`src/rtl/core/kpi_ram.sv`:
```
// Generic single write port, single read port RAM with registered read.
module kpi_ram #(
  parameter int WIDTH = 16,
  parameter int DEPTH = 64
) (
  input  logic                     clk,
  input  logic                     we,
  input  logic [$clog2(DEPTH)-1:0] waddr,
  input  logic [WIDTH-1:0]         wdata,
  input  logic [$clog2(DEPTH)-1:0] raddr,
  output logic [WIDTH-1:0]         rdata
);
  logic [WIDTH-1:0] mem [DEPTH];

  always_ff @(posedge clk) begin
    if (we) begin
      mem[waddr] <= wdata;
    end
    rdata <= mem[raddr];
  end
endmodule

```
`config.mk`:
```
export PLATFORM = sky130hd
export DESIGN_NAME = kpi_ram
export DESIGN_NICKNAME = d
export VERILOG_FILES = /design/src/rtl/core/kpi_ram.sv
export SDC_FILE = /design/constraint.sdc
export NUM_CORES = 1
export LEC_CHECK = 0
export ABC_CLOCK_PERIOD_IN_PS = 5400
export BUFFER_PORTS_ARGS = -buffer_cell sky130_fd_sc_hd__buf_2
export CAP_MARGIN = 15
export CELL_PAD_IN_SITES_DETAIL_PLACEMENT = 0
export CELL_PAD_IN_SITES_GLOBAL_PLACEMENT = 2
export CORE_MARGIN = 3
export CORE_UTILIZATION = 39
export DETAILED_ROUTE_END_ITERATION = 8
export HOLD_SLACK_MARGIN = 0.08
export PLACE_DENSITY_LB_ADDON = 0.1
export SYNTH_ARGS = -nofsm -noshare
export SYNTH_HDL_FRONTEND = slang
export SYNTH_SLANG_ARGS = --single-unit
```
`constraint.sdc`:
```
create_clock -name clk -period 5.4 [get_ports clk]
set_input_delay 1.08 -clock clk [delete_from_list [all_inputs] [get_ports clk]]
set_output_delay 1.08 -clock clk [all_outputs]
set_load 0.05 [all_outputs]
```
Word-level counts from Yosys, hierarchy flattened
Memory sizes are Yosys's and may differ from the RTL's. A register that Yosys moved wholly into a read port is not among the register bits.
Cells that the tools add are included.
{"block": "word_totals", "register_bits": 0, "ramBits": 1024, "inputBits": 30, "output_inout_bits": 16, "elab_cells": 3, "mem_count": 1}
{"block": "classes", "mux": 2}
{"memory": "mem", "words": 64, "width": 16, "rd": 1, "rd_clocked_by_memory_dff": 1, "wr": 1, "line": "13", "text": "logic [WIDTH-1:0] mem [DEPTH];"}
{"operator": "$mux 1", "n": 2}

Longest topological paths before layout
{"block": "depth", "depth_word": 2, "ltp_mapped": 10, "ltp_nobuf": 5}

Worst setup path before layout
Ideal clock, no wire load.
{"block": "synth_timing", "path_type": "input to register", "startpoint": "input waddr[3]", "endpoint": "memory mem[48][0], enable pin", "setup_time_ns": 0.409, "arrival_ns": 2.706, "required_ns": 4.991, "path_slack_ns": 2.285, "cell_stages": 4, "n_path_buf": 1, "cell_sequence": "clkbuf_1 nor2b_1 nand4b_1 nor3_1"}
{"item": "start, declared", "line": "8", "text": "input logic [$clog2(DEPTH)-1:0] waddr,"}
{"item": "end, declared", "line": "13"}
No word-level cell before the write port.

==> key figures <==
Logic synthesis
  • Synthesized net count: 1859
  • Mapped Avg Cell Area: 21.89 µm²
  • Seq/Total Area, Yosys: 0.7759
  • Synthesized cell area: 0.04004 mm²
  • Ys async rst share: 0
  • Synthesized instance count: 1829
  • Most used DFF post-synth: edfxtp_1
  • #FFs+latches synth: 1040
  • Post-synth EDFFs: 1024
  • Synth cell types: 43
  • Yosys Warn Count: 0

Worst setup path
  • Buffers & Inverters on Critical Path: 3
  • CP Max Fanout: 62
  • FF-to-FF End: rdata[6]
  • Crit-path leading delay family: buffers and inverters
  • Slowest stage cell on the critical path: buf_8
  • Critical Path RT: 5.93 ns
  • Reg2reg path depth: 4
  • Crit end category: flip-flop
  • Crit start category: input port
  • Reg2reg start: mem[4][6]
  • Critical path data arrival time: 4.00 ns
  • CP Class: input port to flip-flop
  • Crit path largest cell delay: 0.64 ns
  • Crit-path cells: buf_8, buf_12, buf_4, mux4_2, a221o_1, nor2_1, nor4_2
  • Worst setup endpoint: rdata[7]
  • Origin of the worst setup path: raddr[0]
  • Stages on worst setup path: 7
  • Worst R2R Setup Slack: 3.24 ns

Floorplanning
  • Die height: 326.4 µm
  • Number of core rows: 116
  • Die width: 326.4 µm
  • Initial core utilization: 0.3964
  • I/O pin cnt: 46
  • Core area: 0.1010 mm²
  • Die area: 0.1066 mm²

Timing
  • Setup TNS: 0 ns
  • Setup violations, final: 0
  • Clock period minus worst slack: 3.476 ns
  • Fin. max-slew vios: 0
  • Hold slack: 0.8626 ns
  • Worst Max-Slew Pin Slew: 1.081 ns
  • Final Cycle Share: 0.6436
  • RSZ-0062 raised after global routing: false
  • Final Hold Viols: 0
  • Worst slew margin: 0.2769
  • Clk_skew: 0.02032 ns
  • F_max: 287.7 MHz

Clock tree
  • CTS tree: built
  • TritonCTS Sinks: 1040
  • Total CTS buffers: 109
  • Clk Tree Root Cell: clkbuf_16
  • PostCTS Resize Cnt: 0
  • Post-CTS setup buffers: 0
  • Max Root-Sink Buffers: 3
  • H-Tree Depth: 3
  • Clock Pin Slew Worst Setup and Hold Paths: 0.06 ns
  • Hold_buf cts: 0
  • Clk Latency, worst-skew pair: 0.68 ns

Global route
  • Vias in the first global route: 19.37k
  • First-pass GRT wire length: 151300 µm
  • GRT Overall Usage: 0.2019
  • Initial antenna violation count: 12
  • Largest net degree at the start of global routing: 72
  • Total gr overflow: 0

Placement
  • HPWL after DPL: 63950 µm
  • RD Place Congestion: 0.7672
  • I/O Buffers: 45

Hold path
  • Worst hold path type: input port to flip-flop

Routing
  • Total Wirelength: 107100 µm
  • Drt first pass iters: 7
  • Vias/cell: 5.500
  • # DRC: 0
  • Final ANT Viol Nets: 0
  • Initial drt markers: 1945
  • Via count: 18.99k
  • Routed wire per std cell: 31.01 µm

Layout
  • Final #Nets: 2035
  • Filler cells: 8597
  • Layout area overhead: 14.24%
  • Share of cells above drive strength 1: 0.2785

Flow run
  • Max_cap viols: 0

Pwr
  • VDD IR-drop max: 258.9 µV
  • Power Dens Cells: 372.5 mW/mm²
  • Leakage: 14.46 nW

Outcome
  • Status: completed
## cells by family after synthesis
kind of cell,count (synthesis),synth area share
buf+inv,104,0.01831
mux,336,0.1552
simple gates,220,0.02647
compound gates,129,0.02409
flops,1040,0.7759
## sequential cells by signal, indices dropped and copies added (netlist names)
name,cells
mem,1024
rdata,16
## layout make-up
| type | instances | area [µm²] | area share |
|---|---|---|---|
| clock inverters | 56 | 407.9 | 0.008917 |
| clock buffers | 143 | 2990 | 0.06537 |
| multi-input cells | 685 | 8274 | 0.1809 |
| flip-flops and latches | 1040 | 31070 | 0.6792 |
| well taps | 1357 | 1698 | 0.03712 |
| repair buffers | 169 | 1295 | 0.02831 |
| diodes | 3 | 7.507 | 0.0001641 |
## where the power goes
group	switching, mW	total [mW]	internal (mW)
Sequential	0.0408	8.98	8.94
Clock	2.99	7.14	4.15
Combinational	0.619	0.920	0.301
## metal layers
metal	part of all wire	global-route usage	up-vias
met4	0.021	0.04721	6
met5	0.00023	0	-
met3	0.060	0.04042	129
met1	0.44	0.2884	10310
li1	-	-	8051
met2	0.48	0.3214	498
## layout by cell type (no fill, tap or decap), drive strengths merged
cell      Yosys  routed
mux2         27      27
mux4        224     224
dfxtp        16      16
nand4b        1       1
a211oi        8       8
clkbuf       27     143
buf          77     169
nand3b        2       2
or3b          1       1
nor2         74      74
nand4        12      12
clkinvlp      0       4
a22oi        39      39
a211o         8       8
nor2b        30      30
or3           1       1
a31oi         8       8
nand3        24      24
a311oi        8       8
nor4          3       3
bufinv        0       6
and4          5       5
clkinv        0      46
a221o         6       6
a22o          6       6
o21ai         8       8
mux2i        85      85
nor3          2       2
nand2b        3       3
diode         0       3
nand2        60      60
a41oi         5       5
and2          2       2
edfxtp     1024    1024
a21oi        17      17
a221oi       16      16
## synthesized netlist by cell type, drive strengths merged, types with 2 or more instances
library cell,instances,area share
a21oi,17,0.0021
a22oi,39,0.0073
buf,77,0.016
nor2b,30,0.0047
edfxtp,1024,0.77
and2,2,0.00031
dfxtp,16,0.0080
a211o,8,0.0017
nand3b,2,0.00037
clkbuf,27,0.0027
mux2i,85,0.021
nor4,3,0.00094
a221o,6,0.0015
a311oi,8,0.0017
a31oi,8,0.0012
nand2,60,0.0058
and4,5,0.0011
a41oi,5,0.0011
nand4,12,0.0019
nand3,24,0.0030
mux2,27,0.0076
a22o,6,0.0013
nor3,2,0.00025
nor2,74,0.0071
mux4,224,0.13
a211oi,8,0.0015
o21ai,8,0.0010
a221oi,16,0.0035
nand2b,3,0.00047
## how the worst min path moves through the flow
stage,endpoint,cells after the start,startpoint
2_1_floorplan,rdata[10],5,mem[62][10]
3_3_place_gp,rdata[10],4,mem[19][10]
3_5_place_dp,rdata[10],4,mem[16][10]
4_1_cts,mem[16][0],1,wdata[0]
5_1_grt,mem[16][0],1,wdata[0]
6_report,mem[16][0],1,wdata[0]
## worst register-to-register path: stages, from the launching register on
cell and delay (ns):
edfxtp_1 0.38, mux4_2 0.48, mux2_2 0.32, a21oi_1 0.82, nor4_2 0.04
## through the flow
step                      utilization  worst slack (ns)  cell area, µm²  power, mW  cells
after global routing           0.4527             1.724           45740      17.60   3450
after CTS                      0.4527             1.898           45740      17.26   3450
final                          0.4528             1.924           45740      17.04   3453
after global placement         0.4182             1.168           42250      10.08   3246
after detailed placement       0.4191             1.162           42340      10.09   3251
after floorplan                     -             2.285           40040      9.643   1829
Power figures use the tool's default switching activity.
