File: config.mk
export PLATFORM = sky130hd
export DESIGN_NAME = kpi_div
export DESIGN_NICKNAME = d
export VERILOG_FILES = /design/src/rtl/core/kpi_div.sv
export SDC_FILE = /design/constraint.sdc
export NUM_CORES = 1
export LEC_CHECK = 0
export BUFFER_PORTS_ARGS = -buffer_cell sky130_fd_sc_hd__buf_4
export CORE_MARGIN = 4
export CORE_UTILIZATION = 40
export CTS_CLUSTER_SIZE = 20
export DETAILED_ROUTE_END_ITERATION = 8
export PLACE_DENSITY_LB_ADDON = 0.2
export SLEW_MARGIN = 10
export SYNTH_ARGS = -nofsm -noshare
export SYNTH_HDL_FRONTEND = slang
export SYNTH_SLANG_ARGS = --single-unit
File: constraint.sdc
create_clock -name clk -period 4.1 [get_ports clk]
set_clock_uncertainty 0.2 [all_clocks]
set_input_delay 0.82 -clock clk [delete_from_list [all_inputs] [get_ports clk]]
set_output_delay 0.82 -clock clk [all_outputs]
set_load 0.005 [all_outputs]
File: src/rtl/core/kpi_div.sv
// Restoring divider, one quotient bit per cycle, for the interpolation quotient.
module kpi_div #(
  parameter int MAGW = 26
) (
  input  logic            clk,
  input  logic            rst,
  input  logic            start,
  input  logic [MAGW-1:0] dividend,
  input  logic [7:0]      divisor,
  output logic            busy,
  output logic            done,
  output logic [MAGW-1:0] quotient
);
  localparam int CNTW = $clog2(MAGW + 1);

  logic [CNTW-1:0] cnt;
  logic [MAGW-1:0] dvd;
  logic [7:0]      rem;
  logic [7:0]      dsr;
  logic [8:0]      trial;
  logic            qbit;

  assign trial    = {rem, dvd[MAGW-1]};
  assign qbit     = trial >= {1'b0, dsr};
  assign quotient = dvd;

  always_ff @(posedge clk) begin
    if (rst) begin
      busy <= 1'b0;
      done <= 1'b0;
      cnt  <= '0;
    end else begin
      done <= 1'b0;
      if (start) begin
        busy <= 1'b1;
        cnt  <= CNTW'(MAGW);
        dvd  <= dividend;
        dsr  <= divisor;
        rem  <= '0;
      end else if (busy) begin
        // The remainder stays below the divisor, so eight bits hold it.
        rem <= qbit ? 8'(trial - {1'b0, dsr}) : trial[7:0];
        dvd <= {dvd[MAGW-2:0], qbit};
        cnt <= cnt - 1'b1;
        if (cnt == CNTW'(1)) begin
          busy <= 1'b0;
          done <= 1'b1;
        end
      end
    end
  end
endmodule

# Word-level counts from Yosys, hierarchy flattened
# Index checks and enable logic that the tools add are counted.
# Widths: inputs -> output; s select.
[totals]
register_bits = 49
input_bits = 37
out_inout_bits = 28
wordCells = 28
[classes]
addsub = 2
magnitude_cmp = 1
eq_ne = 1
mux = 10
bitwise = 2
n_reduce_logical = 5
[ops]
columns = ["cell", "count"]
rows = [
  ["$mux 26", 2],
  ["$mux 8", 2],
  ["$mux 5", 2],
  ["$ge 9x8->1", 1],
  ["$sub 8x8->8", 1],
  ["$eq 5x1->1 const B", 1],
  ["$sub 5x1->5 const B", 1],
  ["$mux 1", 4],
  ["$reduce_and 2->1", 2],
  ["$reduce_or 3->1", 1],
  ["$not 1->1", 2],
  ["$reduce_bool 2->1", 1],
  ["$reduce_or 2->1", 1],
]

# Longest topological paths before layout
# Gate-level depths: netlist of the first run.
[logic_depth]
word_depth = 4
mapped_depth = 8
depth_no_buf = 8

# Least setup slack after synthesis of the first run
# Ideal clock, no wire load.
[synth_timing]
path_kind = "input to register"
from = "input start"
to = "register dvd[0] (netlist: quotient[0]), enable pin"
setup_ns = 0.425
arrival_time_ns = 2.743
required_time_ns = 3.475
slack_ns = 0.732
cell_stages = 4
path_cell_list = "buf_2 > buf_2 > nor2_1 > nor2_1"
[synth_via]
elab_chain_cells = 2
[synth_rtl]
columns = ["item", "line_no", "text"]
rows = [
  ["from (decl)", "7", "input logic start,"],
  ["$reduce_bool 2->1 (no line)", "n/a", ""],
  ["$reduce_and 2->1 (no line)", "n/a", ""],
  ["to (signal assigned)", "37", "dvd <= dividend;"],
  ["to (signal assigned)", "43", "dvd <= {dvd[MAGW-2:0], qbit};"],
  ["to (decl)", "17", "logic [MAGW-1:0] dvd;"],
]
# Every way passes these cells.
# A chain may end at the register's enable or synchronous reset.

# Worst setup path in the final report of the first run
[layout_timing]
from = "register rem[5]"
to = "register dvd[0] (netlist: quotient[0]) (data pin)"
[layout_via]
elab_chain_cells = 3
[layout_rtl]
columns = ["item", "line_no", "text"]
rows = [
  ["from (decl)", "18", "logic [7:0] rem;"],
  ["from (signal assigned)", "42", "rem <= qbit ? 8'(trial - {1'b0, dsr}) : trial[7:0];"],
  ["$ge 9x8->1", "24", "assign qbit = trial >= {1'b0, dsr};"],
  ["$mux 26", "40", "end else if (busy) begin"],
  ["$mux 26", "34", "if (start) begin"],
]
# Every way passes these cells. The select of a mux whose other input is x is not followed.

==> flow_metrics.tcl, run 1 <==
set metrics [dict create \
    n_antenna_cell 0 \
    final_util 0.5275 \
    seq_area_um2 1401 \
    ys_ff_latch 49 \
    vdd_drop_max_uv 225.5 \
    port_buffers 64 \
    worst_r2r_path_depth 5 \
    tritoncts "done" \
    r2r_setup_slack_ns 1.73 \
    timing.rr.end "quotient[0]" \
    syn_to_final_growth_pct 26.82 \
    dieArea_um2 7517 \
    rsz0062_at_grt "false" \
    cts_setup_buffers 0 \
    gp_congestion 0.8114 \
    slew_violations 0 \
    hold_depth 2 \
    place_ws_ns 1.403 \
    hold_class "reg2reg" \
    synth_area_um2 2477 \
    yosysWarnings 0 \
    h-tree-depth 2 \
    final_cell_mix "buf_4, edfxtp_1, mux2_2" \
    endpoint_kind "register" \
    grt_pass1_wl_um 8293 \
    status "finished clean" \
    reg2reg_from "rem[5]" \
    post-dp-hpwl_um 3528 \
    critPathRequiredTime_ns 3.96 \
    synth_edf_count 42 \
    die_w_um 86.70 \
    remaining_drc_errors 0 \
    core_um2 5956 \
    ant_nets 0 \
    wirelength_um 4774 \
    syn_avg_cell_area_um2 13.25 \
    drt-pass1-iter-count 4 \
    drtIter0Drc 30 \
    clkLatencyLatePin_ns 0.30 \
    nets 302 \
    setup-tns-final_ns 0 \
    fin_area_um2 3142 \
    fin_hold_ws_ns 0.3771 \
    wl_per_cell_um 14.47 \
    final_common_cell "buf_4" \
    drv_cap 0 \
    nFillCells 529 \
    synthCells 187 \
    worstPathMaxFanout 8 \
    slew_headroom 0.5112 \
    dpl_cell_area_um2 3040 \
    grt_pass1_vias 1734 \
    clk_pin_slew_ns 0.08 \
    cts-buffers-inserted 5 \
    fin_cells 330 \
    cts_resized 0 \
    whs_endpoint "cnt[4]" \
    num_vias 1643 \
    hold_violations 0 \
    p_per_area_nw_per_um2 367.7 \
    overflow 0 \
    cts_hold_buf 0 \
    dp.cells 322 \
    post-route-period-util 0.5776 \
    viasPerCell 4.979 \
    crit_path_max_incr_delay_ns 0.43 \
    synth_flop_cell "edfxtp_1" \
    grtUsageTotal 0.1396 \
    ioPinCount 65 \
    syn_nets 235 \
    leakagePower_nw 1.251 \
    initial_core_util 0.4160 \
    cts_root_buf "clkbuf_8" \
    critPathArrivalTime_ns 2.23 \
    drive_gt1_frac 0.4275 \
    path_cells "ha_1 > a21o_1 > a211oi_4 > nand2_1 > mux2_2" \
    max_freq_ghz 0.4223 \
    setup_viol 0 \
    die_y_um 86.70 \
    grt_max_degree 39 \
    crit_type "reg2reg" \
    fp-row-count 28 \
    synth_cell_types 42 \
    finalWorstSetupSlack_ns 1.732 \
    slowest_stage "edfxtp_1" \
    antenna_found_initial 0 \
    seq_area_frac_synth 0.5657 \
    async_reset_ff_frac 0 \
    cp-start-kind "register" \
    cts_sinks 49 \
    cts_buffer_depth 2 \
    p_total_mw 1.155 \
    worst_pin_slew_ns 0.7305 \
    hp-start "cnt[4]" \
    post-route-min-period_ns 2.368 \
    multiInputGateArea_um2 1012 \
]
## flip-flops by register name (all words and copies together), names as in the netlist
name and count:
dsr 8, busy 1, rem 8, quotient 26
done 1, cnt 5
## area by class of cell
class / count / share of cell area
flip-flops and latches: 49 / 0.4460
multi-input cells: 121 / 0.3222
repair buffers: 65 / 0.1553
clock buffers: 7 / 0.03067
well taps: 75 / 0.02987
inverters: 12 / 0.01434
clock inverters: 1 / 0.001593
## routing by layer
| layer | track usage | vias up | share of wire |
|---|---|---|---|
| met5 | 0 | - | 0 |
| met4 | 0.04674 | 0 | 0.011 |
| met3 | 0.04753 | 5 | 0.080 |
| met2 | 0.2121 | 49 | 0.45 |
| met1 | 0.1870 | 744 | 0.46 |
| li1 | - | 845 | - |
## how the worst max path moves through the flow
| stage | from | endpoint | slack (ns) | cells past startpoint |
|---|---|---|---|---|
| after floorplan | start | quotient[0] | 0.73 | 4 |
| after global placement | start | quotient[19] | 1.43 | 4 |
| after detailed placement | start | dsr[0] | 1.40 | 3 |
| after CTS | start | dsr[2] | 1.73 | 3 |
| after global routing | rem[5] | rem[2] | 1.61 | 5 |
| final | rem[5] | quotient[0] | 1.73 | 5 |
## power breakdown
part	switching (mW)	internal, mW
Combinational	0.116	0.126
Sequential	0.0215	0.587
Clock	0.152	0.153
Total	0.290	0.866
## critical path, delay by kind of cell (launching register included)
kind | cells | cell delay (ns)
AO/OA/AOI/OAI | 2 | 0.64
adder cells (fa/ha/maj) | 1 | 0.41
multiplexers | 1 | 0.29
flip-flops | 1 | 0.43
AND/OR/NAND/NOR | 1 | 0.16
## cell families after synthesis
group / count (synthesis) / synth area share
buffers and inverters: 17 / 0.02677
and+or+nand+nor: 39 / 0.08587
DFF: 49 / 0.5657
muxes: 26 / 0.1182
adders and majority gates: 11 / 0.05859
xor gates and xnor gates: 5 / 0.01768
AOI/OAI and AO/OA: 40 / 0.1273
## cell usage after synthesis, types with 2 or more instances
library cell	n	share of area
ha_1	10	0.051
o211ai_1	2	0.0061
a21oi_1	11	0.022
o21a_1	2	0.0061
nor3_1	7	0.014
dfxtp_1	7	0.057
buf_2	2	0.0040
o21ai_0	7	0.014
nand3_1	6	0.012
mux2_2	26	0.12
nand2_1	5	0.0076
nor2b_1	4	0.010
edfxtp_1	42	0.51
nor4b_1	2	0.0071
xnor2_1	4	0.014
clkbuf_1	2	0.0030
a211oi_1	4	0.012
and3_1	2	0.0050
nor2_1	7	0.011
a211o_1	2	0.0071
inv_1	12	0.018
(Power assumes the default switching activity.)
==> run 2, diff against run 1 <==
--- a/config.mk
+++ b/config.mk
@@ -5,6 +5,7 @@
 export SDC_FILE = /design/constraint.sdc
 export NUM_CORES = 1
 export LEC_CHECK = 0
+export ABC_AREA = 1
 export BUFFER_PORTS_ARGS = -buffer_cell sky130_fd_sc_hd__buf_4
 export CORE_MARGIN = 4
 export CORE_UTILIZATION = 40
==> constraint.sdc (replaced) <==
create_clock -name clk -period 2.2 [get_ports clk]
set_clock_uncertainty 0.2 [all_clocks]
set_input_delay 0.44 -clock clk [delete_from_list [all_inputs] [get_ports clk]]
set_output_delay 0.44 -clock clk [all_outputs]
set_load 0.005 [all_outputs]
==> flow_metrics.tcl, run 2 <==
set metrics [dict create \
    cp-start-kind "register" \
    multiInputGateArea_um2 1028 \
    nets 408 \
    rsz0062_at_grt "false" \
    synth_edf_count 42 \
    worst_r2r_path_depth 9 \
    reg2reg_from "quotient[25]" \
    r2r_setup_slack_ns 0.13 \
    cts_resized 0 \
    drv_cap 0 \
    n_antenna_cell 0 \
    num_vias 2014 \
    initial_core_util 0.4102 \
    timing.rr.end "rem[4]" \
    clock_power_share 0.276 \
    drt-pass1-iter-count 4 \
    synth_top_area_cell "edfxtp_1" \
    cts-buffers-inserted 5 \
    synth_common_cells "nand2_1, edfxtp_1, inv_1, nor2_1" \
    crit_path_max_incr_delay_ns 0.43 \
    synthCells 291 \
    grt_pass1_vias 1910 \
    remaining_drc_errors 0 \
    wl_per_cell_um 12.26 \
    clkLatencyLatePin_ns 0.30 \
    grt_max_degree 37 \
    critPathTopFamily "adder cells" \
    seq_area_frac_synth 0.5411 \
    async_reset_ff_frac 0 \
    gp_congestion 0.8064 \
    largest_reg_flops 26 \
    crit_type "reg2reg" \
    synth_area_um2 2590 \
    slew_headroom 0.7357 \
    setup-tns-final_ns 0 \
    cts_root_buf "clkbuf_8" \
    core_um2 6314 \
    h-tree-depth 2 \
    p_switching_mw 0.6018 \
    path_buf_inv 1 \
    status "finished clean" \
    die_w_um 88.47 \
    cts_sinks 49 \
    hold_violations 0 \
    syn_avg_cell_area_um2 8.900 \
    slew_violations 0 \
    antenna_found_initial 0 \
    internal-power_mw 1.647 \
    critPathArrivalTime_ns 1.92 \
    post-route-min-period_ns 2.069 \
    cts_setup_buffers 0 \
    cts_buffer_depth 2 \
    seq_area_um2 1401 \
    clk_pin_slew_ns 0.09 \
    overflow 0 \
    comb_power_share 0.221 \
    drtIter0Drc 75 \
    post-route-period-util 0.9404 \
    ant_nets 0 \
    synth_cell_types 31 \
    port_buffers 64 \
    crit_start "quotient[25]" \
    drive_gt1_frac 0.2715 \
    ioPinCount 65 \
    crit_path_end "rem[4]" \
    worstPathMaxFanout 3 \
    grtUsageTotal 0.1443 \
    syn_nets 339 \
    synth_flop_cell "edfxtp_1" \
    fp-row-count 29 \
    tritoncts "done" \
    max_freq_ghz 0.4833 \
    final_common_cell "nand2_1" \
    vdd_drop_max_uv 545.1 \
    viasPerCell 4.598 \
    die_y_um 88.47 \
    seqPwrFrac 0.502 \
    synth.area.top_cells "edfxtp_1, nand2_1, dfxtp_1, ha_1, inv_1" \
    endpoint_kind "register" \
    path_cells "inv_1 > ha_1 > fa_1 > nor2_1 > nor2_1 > xor2_1 > nand2_2 > nand2_2 > nor2_2" \
    p_sw_frac 0.2676 \
    dieArea_um2 7826 \
    nFillCells 605 \
    cp_num_cells 9 \
    critPathRequiredTime_ns 2.06 \
    cts_hold_buf 0 \
    worst_pin_slew_ns 0.3964 \
    ys_ff_latch 49 \
    syn_to_final_growth_pct 27.15 \
    yosysWarnings 0 \
    leakagePower_nw 1.598 \
    final_cell_mix "nand2_1, buf_4, edfxtp_1" \
    post-dp-hpwl_um 4046 \
    grt_pass1_wl_um 8756 \
    dp.cells 430 \
    wirelength_um 5371 \
    p_per_area_nw_per_um2 682.9 \
    yosysMostFrequentCell "nand2_1" \
    hold_class "in2reg" \
    synth.top_cell.area_share 0.4870 \
    slowest_stage "fa_1" \
    setup_viol 0 \
    fin_cells 438 \
]
run 2: cell count changes after synthesis, sizes merged, moves of 5 or more:
cell | previous run | this run
a211oi | 5 | 0
nor3 | 8 | 1
nand2 | 5 | 124
nand3 | 6 | 11
mux2 | 26 | 0
inv | 12 | 34
a21oi | 12 | 6
nor2 | 7 | 31
run 2: cell type report:
class                   instances  area share
clock buffers                   6     0.02204
repair buffers                 69      0.1611
inverters                      34     0.03951
well taps                      77     0.02926
clock inverters                 2     0.01026
flip-flops and latches         49      0.4255
multi-input cells             201      0.3123
run 2: routing by layer:
| metal | GRT usage | share of wire | vias up |
|---|---|---|---|
| met3 | 0.04562 | 0.063 | 6 |
| li1 | - | - | 1058 |
| met2 | 0.2175 | 0.45 | 42 |
| met1 | 0.2007 | 0.48 | 908 |
| met4 | 0.04121 | 0.011 | 0 |
| met5 | 0 | 0 | - |
run 2: metrics by stage:
step / hold slack, ns / area, µm² / power, mW / util / setup slack, ns
finish: 0.1140 / 3293 / 2.249 / 0.5216 / 0.1311
detailed placement: 0.2715 / 3187 / 1.652 / 0.5048 / 0.1667
global placement: 0.2604 / 3187 / 1.646 / 0.5048 / 0.1725
CTS: 0.1027 / 3293 / 2.283 / 0.5216 / 0.1390
global route: 0.09525 / 3293 / 2.387 / 0.5216 / 0.006232
floorplan: 0.2423 / 2601 / 1.469 / - / 0.2872
run 2: how the worst min path moves through the flow:
stage | cells past startpoint | start | end
3_5_place_dp | 2 | cnt[4] | cnt[4]
3_3_place_gp | 2 | cnt[4] | cnt[4]
5_1_grt | 1 | divisor[6] | dsr[6]
6_report | 1 | divisor[5] | dsr[5]
2_1_floorplan | 2 | cnt[4] | cnt[4]
4_1_cts | 1 | divisor[5] | dsr[5]
run 2: logic make-up after synthesis:
logic type / synth area share
DFF: 0.5411
adders and majority gates: 0.05604
buffers and inverters: 0.06618
AOI/OAI and AO/OA: 0.02802
xor gates and xnor gates: 0.01015
and+or+nand+nor: 0.2986
run 2: power groups by stage:
stage	Combinational, mW	Sequential, mW	Clock, mW
2_1_floorplan	0.322	1.15	0
3_3_place_gp	0.496	1.15	0
3_5_place_dp	0.503	1.15	0
4_1_cts	0.504	1.13	0.649
5_1_grt	0.574	1.14	0.675
6_report	0.498	1.13	0.622
==> run 3, diff against run 2 <==
--- a/config.mk
+++ b/config.mk
@@ -12,6 +12,7 @@
 export CTS_CLUSTER_SIZE = 20
 export DETAILED_ROUTE_END_ITERATION = 8
 export PLACE_DENSITY_LB_ADDON = 0.2
+export REMOVE_ABC_BUFFERS = 1
 export SLEW_MARGIN = 10
 export SYNTH_ARGS = -nofsm -noshare
 export SYNTH_HDL_FRONTEND = slang
==> flow_metrics.tcl, run 3 (same netlist as run 2, synthesis figures left out) <==
set metrics [dict create \
    final_cell_mix "nand2_1, buf_4, edfxtp_1" \
    crit_type "reg2reg" \
    dieArea_um2 7826 \
    post-dp-hpwl_um 4076 \
    wl_per_cell_um 12.38 \
    endpoint_kind "register" \
    ioPinCount 65 \
    n_antenna_cell 0 \
    drv_cap 0 \
    finalWorstSetupSlack_ns 0.1697 \
    viasPerCell 4.725 \
    r2r_setup_slack_ns 0.17 \
    nFillCells 605 \
    vdd_drop_max_uv 368.4 \
    grtUsageTotal 0.1468 \
    status "finished clean" \
    cts_hold_buf 0 \
    place_ws_ns 0.1819 \
    port_buffers 64 \
    setup_viol 0 \
    hold_violations 0 \
    wl_met3_um 384 \
    wirelength_um 5408 \
    leakagePower_nw 1.604 \
    grt_pass1_wl_um 8832 \
    remaining_drc_errors 0 \
    overflow 0 \
    critPathArrivalTime_ns 1.88 \
    drive_gt1_frac 0.2750 \
    antenna_found_initial 0 \
    met1_length_um 2365 \
    gp_congestion 0.8323 \
    multiInputGateArea_um2 1028 \
    core_um2 6314 \
    slew_headroom 0.8096 \
    slew_violations 0 \
    final_common_cell "nand2_1" \
    post-route-period-util 0.9229 \
    nets 408 \
    timing.rr.end "rem[2]" \
    drtIter0Drc 107 \
    worst_r2r_path_depth 9 \
    drt-pass1-iter-count 4 \
    cts_resized 0 \
    ant_nets 0 \
    seq_area_um2 1401 \
    h-tree-depth 2 \
    clkLatencyLatePin_ns 0.29 \
    critPathRequiredTime_ns 2.05 \
    worstPathMaxFanout 6 \
    rsz0062_at_grt "false" \
    hp-start "divisor[4]" \
    die_w_um 88.47 \
    clk_pin_slew_ns 0.09 \
    cts_root_buf "clkbuf_8" \
    maxUsedRoutingLayer "met4" \
    worst_pin_slew_ns 0.2856 \
    fp-row-count 29 \
    cts_sinks 49 \
    post-route-min-period_ns 2.030 \
    syn_to_final_growth_pct 27.54 \
    whs_endpoint "dsr[4]" \
    grt_pass1_vias 1922 \
    grt_max_degree 38 \
    dpl_cell_area_um2 3199 \
    largest_reg_flops 26 \
    fin_area_um2 3303 \
    cts_buffer_depth 2 \
    cts-buffers-inserted 5 \
    num_vias 2065 \
    cts_setup_buffers 0 \
    hold_class "in2reg" \
    cp-start-kind "register" \
    hold_depth 1 \
    max_freq_ghz 0.4925 \
    reg2reg_from "rem[2]" \
    die_y_um 88.47 \
    wl_met2_um 2550 \
    tritoncts "done" \
    initial_core_util 0.4102 \
    p_per_area_nw_per_um2 679.6 \
]
==> run 3: cell types whose count changed in the layout (fill, tap and decap cells not counted) <==
cell | previous run | this run
buf_12 | 1 | 2
buf_4 | 68 | 67
clkbuf_1 | 1 | 0
clkinv_1 | 1 | 0
clkinv_2 | 0 | 1
==> run 3: worst max-delay path by stage <==
stage | start | end | slack [ns] | cells past startpoint
floorplan | start | quotient[0] | -1.07 | 2
CTS | quotient[25] | rem[4] | 0.16 | 9
global route | quotient[25] | rem[4] | 0.03 | 9
finish | rem[2] | rem[2] | 0.17 | 9
detailed placement | rem[2] | quotient[0] | 0.18 | 7
global placement | rem[2] | rem[2] | 0.17 | 9
==> run 3: area by class of cell <==
type,instances,share of cell area
Sequential cell,49,0.4242
Multi-Input combinational cell,201,0.3114
Timing Repair Buffer,69,0.1644
Inverter,34,0.03939
Tap cell,77,0.02917
Clock buffer,5,0.02083
Clock inverter,2,0.01061
==> run 3: layer usage <==
layer	vias up	GRT usage
met1	946	0.1943
met4	0	0.05769
met3	9	0.04842
li1	1058	-
met5	-	0
met2	52	0.2237
==> run 3: where the power goes <==
part           switching (mW)  internal [mW]  leakage, nW  total [mW]
Sequential             0.0373           1.09        0.461        1.13
Clock                   0.283          0.331       0.0540       0.613
Combinational           0.281          0.220         1.09       0.501
Total                   0.601           1.64         1.60        2.24
==> run 3: through the flow <==
step	cells	utilization	hold slack, ns	setup TNS (ns)	power [mW]
2_1_floorplan	284	-	0.2423	-37.31	1.458
3_3_place_gp	430	0.5067	0.2592	0	1.652
3_5_place_dp	430	0.5067	0.2687	0	1.656
4_1_cts	437	0.5232	0.1049	0	2.274
5_1_grt	437	0.5232	0.09055	0	2.384
6_report	437	0.5232	0.1175	0	2.245
==> run 3: critical path, stage by stage, from the launching register on <==
cell,delay [ns]
edfxtp_1,0.43
ha_1,0.39
nand2_2,0.13
inv_1,0.04
nand2_1,0.12
nand3_4,0.12
nand2_4,0.11
nand2_4,0.08
nor2_1,0.12
nor2_2,0.05
